**config.mk**
```make
export PLATFORM = sky130hd
export DESIGN_NAME = btca_ctrl
export DESIGN_NICKNAME = d
export VERILOG_FILES = /design/src/design/btca_pkg.sv /design/src/design/btca_ctrl.sv
export SDC_FILE = /design/constraint.sdc
export NUM_CORES = 1
export LEC_CHECK = 0
export BUFFER_PORTS_ARGS = -buffer_cell sky130_fd_sc_hd__buf_2
export CAP_MARGIN = 20
export CORE_AREA = 2 2 39 41
export DETAILED_ROUTE_END_ITERATION = 12
export DIE_AREA = 0 0 41 43
export MAX_ROUTING_LAYER = met4
export PLACE_DENSITY = 0.66
export SLEW_MARGIN = 20
export SYNTH_ARGS = -nofsm -noshare
export SYNTH_HDL_FRONTEND = slang
export SYNTH_SLANG_ARGS = --single-unit
```
**constraint.sdc**
```tcl
create_clock -name clk -period 2.09 [get_ports clk]
set_clock_uncertainty 0.1 [all_clocks]
set_input_delay 0.418 -clock clk [delete_from_list [all_inputs] [get_ports clk]]
set_output_delay 0.418 -clock clk [all_outputs]
set_load 0.02 [all_outputs]
```
**src/design/btca_pkg.sv**
```systemverilog
// Shared types, constants and helper functions for the barometric compensation unit.
package btca_pkg;

  localparam logic [63:0] FINE_OFFSET = 64'd128000;
  localparam logic [63:0] RAW_FULL    = 64'd1048576;
  localparam logic [63:0] PRESS_SCALE = 64'd3125;
  localparam logic [63:0] ROUND_HALF  = 64'd128;
  localparam int          P4_SHIFT    = 35;
  localparam logic [63:0] P1_BIAS     = 64'h0000_8000_0000_0000;

  localparam logic [2:0] REG_CAL_TEMP   = 3'd0;
  localparam logic [2:0] REG_CAL_PLOW   = 3'd1;
  localparam logic [2:0] REG_CAL_PMID   = 3'd2;
  localparam logic [2:0] REG_CAL_PHIGH  = 3'd3;
  localparam logic [2:0] REG_AVG_LEN    = 3'd4;

  typedef enum logic [5:0] {
    S_IDLE, S_T1, S_T2, S_T3, S_T4, S_T5, S_T6, S_T7, S_T8,
    S_P1, S_P2, S_P3, S_P4, S_P5, S_P6, S_P7, S_P8, S_P9, S_P10, S_P11,
    S_P12, S_P13, S_P14, S_P15, S_P16, S_P17, S_P18, S_P19, S_P20, S_P21,
    S_P22, S_OUT
  } state_t;

  typedef enum logic [5:0] {
    OP_NONE, OP_LOAD, OP_MUL_T2, OP_SET_A, OP_MUL_DD, OP_MUL_T3, OP_SET_FINE,
    OP_TEMP_ACC, OP_DIV_T, OP_TEMP_HOLD, OP_MUL_AA, OP_SET_AA, OP_MUL_P6,
    OP_SET_B, OP_MUL_P5, OP_ADD_B, OP_MUL_P3, OP_SET_C, OP_MUL_P2, OP_ADD_C,
    OP_MUL_P1, OP_SET_DEN, OP_INVALID, OP_MUL_N, OP_DIV_P, OP_SET_Q,
    OP_MUL_P8, OP_SET_C2, OP_MUL_RR, OP_MUL_P9, OP_PRESS_ACC, OP_DIV_PM,
    OP_PRESS_HOLD, OP_PUBLISH
  } op_t;

  typedef struct packed {
    op_t op;
  } cmd_t;

  typedef struct packed {
    logic busy;
    logic temp_done;
    logic press_done;
    logic den_zero;
    logic out_full;
  } stat_t;

  typedef struct packed {
    logic [47:0] temp;
    logic [63:0] pwords_lo;
    logic [63:0] pwords_mid;
    logic [15:0] pwords_hi;
    logic [7:0]  avg_len;
  } cal_t;

  function automatic logic [63:0] sx16(input logic [15:0] v);
    return {{48{v[15]}}, v};
  endfunction

  function automatic logic [63:0] asr(input logic [63:0] v, input logic [5:0] sh);
    return $unsigned($signed(v) >>> sh);
  endfunction

  function automatic logic [63:0] mag64(input logic [63:0] v);
    return v[63] ? (64'd0 - v) : v;
  endfunction

endpackage

```
**src/design/btca_ctrl.sv**
```systemverilog
// Sequencer that steps one reading through the compensation and averaging datapath.
module btca_ctrl
  import btca_pkg::*;
(
  input  logic  clk,
  input  logic  rst_n,
  input  logic  in_valid,
  input  stat_t stat,
  output logic  in_ready,
  output cmd_t  cmd
);

  state_t state_r, state_nxt;

  always_ff @(posedge clk) begin
    if (!rst_n) begin
      state_r <= S_IDLE;
    end else begin
      state_r <= state_nxt;
    end
  end

  always_comb begin
    state_nxt = state_r;
    cmd.op    = OP_NONE;
    in_ready  = 1'b0;
    unique case (state_r)
      S_IDLE: begin
        in_ready = 1'b1;
        if (in_valid) begin
          cmd.op    = OP_LOAD;
          state_nxt = S_T1;
        end
      end
      S_T1:  begin cmd.op = OP_MUL_T2;   state_nxt = S_T2; end
      S_T2:  begin cmd.op = OP_SET_A;    state_nxt = S_T3; end
      S_T3:  begin cmd.op = OP_MUL_DD;   state_nxt = S_T4; end
      S_T4:  begin cmd.op = OP_MUL_T3;   state_nxt = S_T5; end
      S_T5:  begin cmd.op = OP_SET_FINE; state_nxt = S_T6; end
      S_T6:  begin cmd.op = OP_TEMP_ACC; state_nxt = S_T7; end
      S_T7: begin
        if (stat.temp_done) begin
          cmd.op    = OP_DIV_T;
          state_nxt = S_T8;
        end else begin
          state_nxt = S_P1;
        end
      end
      S_T8:  begin cmd.op = OP_TEMP_HOLD; state_nxt = S_P1;  end
      S_P1:  begin cmd.op = OP_MUL_AA;    state_nxt = S_P2;  end
      S_P2:  begin cmd.op = OP_SET_AA;    state_nxt = S_P3;  end
      S_P3:  begin cmd.op = OP_MUL_P6;    state_nxt = S_P4;  end
      S_P4:  begin cmd.op = OP_SET_B;     state_nxt = S_P5;  end
      S_P5:  begin cmd.op = OP_MUL_P5;    state_nxt = S_P6;  end
      S_P6:  begin cmd.op = OP_ADD_B;     state_nxt = S_P7;  end
      S_P7:  begin cmd.op = OP_MUL_P3;    state_nxt = S_P8;  end
      S_P8:  begin cmd.op = OP_SET_C;     state_nxt = S_P9;  end
      S_P9:  begin cmd.op = OP_MUL_P2;    state_nxt = S_P10; end
      S_P10: begin cmd.op = OP_ADD_C;     state_nxt = S_P11; end
      S_P11: begin cmd.op = OP_MUL_P1;    state_nxt = S_P12; end
      S_P12: begin cmd.op = OP_SET_DEN;   state_nxt = S_P13; end
      S_P13: begin
        // zero divisor: flag and skip the pressure path
        if (stat.den_zero) begin
          cmd.op    = OP_INVALID;
          state_nxt = S_OUT;
        end else begin
          cmd.op    = OP_MUL_N;
          state_nxt = S_P14;
        end
      end
      S_P14: begin cmd.op = OP_DIV_P;     state_nxt = S_P15; end
      S_P15: begin cmd.op = OP_SET_Q;     state_nxt = S_P16; end
      S_P16: begin cmd.op = OP_MUL_P8;    state_nxt = S_P17; end
      S_P17: begin cmd.op = OP_SET_C2;    state_nxt = S_P18; end
      S_P18: begin cmd.op = OP_MUL_RR;    state_nxt = S_P19; end
      S_P19: begin cmd.op = OP_MUL_P9;    state_nxt = S_P20; end
      S_P20: begin cmd.op = OP_PRESS_ACC; state_nxt = S_P21; end
      S_P21: begin
        if (stat.press_done) begin
          cmd.op    = OP_DIV_PM;
          state_nxt = S_P22;
        end else begin
          state_nxt = S_OUT;
        end
      end
      S_P22: begin cmd.op = OP_PRESS_HOLD; state_nxt = S_OUT; end
      S_OUT: begin
        if (!stat.out_full) begin
          cmd.op    = OP_PUBLISH;
          state_nxt = S_IDLE;
        end
      end
      default: state_nxt = S_IDLE;
    endcase
    // hold while the multiplier or divider is still working
    if (stat.busy && state_r != S_IDLE) begin
      cmd.op    = OP_NONE;
      state_nxt = state_r;
    end
  end

endmodule

```
# [Yosys cells after proc, flatten, opt, wreduce, memory -nomap -nowiden]
# Cells that the tools add are included.
[totals] word_cells=53 input_bits=8 ff_bits=6 output_inout_bits=7
[classes] eq_ne=33 reduce_logical=4 bitwise_logic=1 mux=14
[ops] operator="$pmux W6 S32" n=2
[ops] operator="$eq A6 B5 Y1 const B" n=16
[ops] operator="$eq A6 B4 Y1 const B" n=8
[ops] operator="$eq A6 B3 Y1 const B" n=4
[ops] operator="$mux W6" n=4
[ops] operator="$eq A6 B2 Y1 const B" n=2
[ops] operator="$mux W4" n=2
[ops] operator="$eq A6 B1 Y1 const B" n=1
[ops] operator="$logic_not A6 Y1" n=1
[ops] operator="$reduce_bool A6 Y1" n=1
[ops] operator="$mux W1" n=5
[ops] operator="$mux W5" n=1
[ops] operator="$ne A2 B2 Y1 const B" n=2
[ops] operator="$reduce_and A3 Y1" n=1
[ops] operator="$logic_and A1 B1 Y1" n=1
[ops] operator="$not A1 Y1" n=1

# [Logic depth before layout (Yosys ltp)]
[depth] depth_word=4 depth_mapped=7 mapped_depth_nobuf=5

# [Worst setup path after synthesis]
# Ideal clock, no wire load.
[synth_path] path_type="reg-to-output" startpoint="register state_r[1]" endpoint="output port cmd[5] (netlist bit)" setup_slack_ns=-0.299 required_ns=1.572 stages_incl_launch_ff=4 t_arrival_ns=1.871 path_cell_list="dfxtp_1 clkbuf_1 inv_1 a2111oi_0"
[synth_lines] item="start, declared" line="btca_ctrl.sv:13" source="state_t state_r, state_nxt;"
[synth_lines] item="start signal, assigned" line="btca_ctrl.sv:19" source="state_r <= state_nxt;"
[synth_lines] item="end, declared" line="btca_ctrl.sv:10" source="output cmd_t cmd"

==> impl_metrics.yaml <==
run_status:
  status: "finished with violations"
  violations: "setup timing"
floorplanning:
  die_x_um: 41
  start_util_pct: 42.2
  fp.dieH_um: 43
  die_area_sq_mm: 0.00176
  num_rows: 14
  coreArea_sq_mm: 0.00138
  io-pin-count: 15
clock_tree:
  cts_buffers: 3
  htree_levels: 1
  clk_pin_slew_ns: 0.05
  cts_buffer_depth: 2
  clkLatencyLatePin_ns: 0.25
  cts_tree: "built"
  cts_hold_buf: 0
  cts_root_buf: "clkbuf_4"
  cts.sinks: 5
route:
  vias: 764
  drc_errors: 0
  vias_per_cell: 5.88
  wire_per_inst_um: 13.3
  drtPass1Iterations: 4
  postRouteAntennaNets: 0
  routed_wl_mm: 1.73
  drtIter0Drc: 25
synth:
  synth_nets: 97
  synth_warnings: 0
  synth_flop_cell: "dfxtp_1"
  ys_seq_area_share_pct: 17.1
  synth_area_sq_um: 584
  synth_area_per_cell_sq_um: 6.57
  ys_async_sr_fraction_pct: 0
  synth_cell_types: 32
  synth_cells: 89
  synth_seq_cells: 5
  synth_edf_count: 0
setup_path:
  crit_type: "reg -> out"
  crit_arrival_ns: 1.59
  startpoint_type: "flip-flop"
  critPathMaxFanout: 5
  worstSetupEndpointType: "primary output"
  required_ns: 1.57
timing:
  setup_tns_ns: -0.0177
  setup_slack_ns: -0.0177
  max_clock_freq_ghz: 0.474
  setup_viol: 1
  hold_viol_final: 0
  rsz0062_at_grt: "true"
  period_share_pct: 101
  tightest_slew_ns: 0.326
  relSlewSlack_pct: 78.2
  period_minus_slack_ns: 2.11
  slew_viol_final: 0
placed_design:
  gp_congestion: 0.803
  dp_slack_ns: 0.0918
  placed_cell_area_sq_um: 724
  io_buffers: 14
  dp_hpwl_mm: 1.18
pwr:
  finalPower_mw: 1.07
  peakVddDrop_uv: 544
  power_density_mw_per_mm2: 1250
  power.leakage_nw: 0.366
final_layout:
  top_register: "state_r"
  drive_above_1_share_pct: 40.4
  reg_top3: "state_r x5"
  syn2layout_area_growth_pct: 46.5
  diodes: 0
  nets: 123
  num-fill-cells: 129
  fin_area_sq_um: 856
  largest_reg_flops: 5
  final_common_cell: "nand2_1"
  mostFrequentLayoutCells: "15 x nand2_1, 12 x buf_2, 12 x buf_4, 6 x nor2_1"
min_path:
  hold_class: "in -> reg"
flow_run:
  drv_cap: 0
grt:
  grt_use_total_pct: 21.2
  grt_max_degree: 14
  first_global_vias: 596
  grt-ovfl-total: 0
  grt_pass1_wl_mm: 2.50
  antenna_found_initial: 0
## logic make-up (layout without fill, tap and decap cells)
family | Yosys count | count (layout) | share of synthesized area [%]
AND/OR/NAND/NOR | 37 | 37 | 29.1
buffers and inverters | 13 | 38 | 9.64
flip-flops | 5 | 5 | 17.1
AO/OA/AOI/OAI | 30 | 30 | 37.3
multiplexers | 4 | 4 | 6.85
## stage by stage
stage | cells | util, % | hold WS (ns)
after floorplan | 89 | - | 0.462
after global placement | 119 | 52.4 | 0.386
after detailed placement | 119 | 52.4 | 0.388
after CTS | 123 | 55.3 | 0.361
after global routing | 130 | 61.8 | 0.371
final | 130 | 61.8 | 0.368
## worst paths after layout
check                   from    endpoint  slack [ns]  depth (start not counted)
setup / recovery  state_r[2]      cmd[0]       -0.02                          6
hold / removal         rst_n  state_r[1]        0.37                          3
setup reg to reg  state_r[2]  state_r[2]        0.28                          6
hold reg to reg   state_r[1]  state_r[1]        0.39                          2
## Yosys cell counts, types with 2 or more instances
master,count,area share (%)
nor2_1,7,4.5
a211oi_1,2,2.6
a31oi_1,2,2.1
clkbuf_1,5,3.2
or3_1,3,3.2
dfxtp_1,5,17
inv_1,4,2.6
buf_2,3,2.6
nand3_1,3,2.6
a21oi_1,5,4.3
o31ai_1,2,2.6
a21o_1,2,2.6
mux2i_1,4,6.9
nor3_1,4,3.4
nand2_1,15,9.6
a21boi_0,2,2.6
o21ai_0,6,5.1
## final cells by class
cell class	instances	area, sq um	share of cell area, %
Multi-Input combinational cell	71	454	53.1
Tap cell	16	20.0	2.34
Inverter	4	15.0	1.75
Timing Repair Buffer	30	226	26.5
Clock buffer	4	26.3	3.07
Sequential cell	5	114	13.3
## routing by layer
metal	global-route usage (%)	share of wire (%)	vias to the layer above
li1	-	-	375
met3	7.85	4.7	2
met5	-	0	-
met1	27.5	46	362
met4	4.00	0.98	0
met2	31.3	49	25
## critical path, stage by stage (launching register included)
cell and delay (ns):
dfxtp_4 0.37, or3_4 0.38, buf_4 0.16, nand2_1 0.05
a31oi_1 0.07, a21o_1 0.17, buf_6 0.13
## where the power goes
part | switching, mW | internal (mW)
logic | 0.384 | 0.349
clock network | 0.0425 | 0.0724
registers | 0.0849 | 0.137
total | 0.511 | 0.558
## timing repair
action | 4_1_cts | 5_1_grt
setup buffers | 0 | 7
setup endpoints to repair | 5 | 4
resized for setup | 8 | 15
gates cloned | 0 | 0
pin swaps | 0 | 2
(Power assumes the default switching activity.)
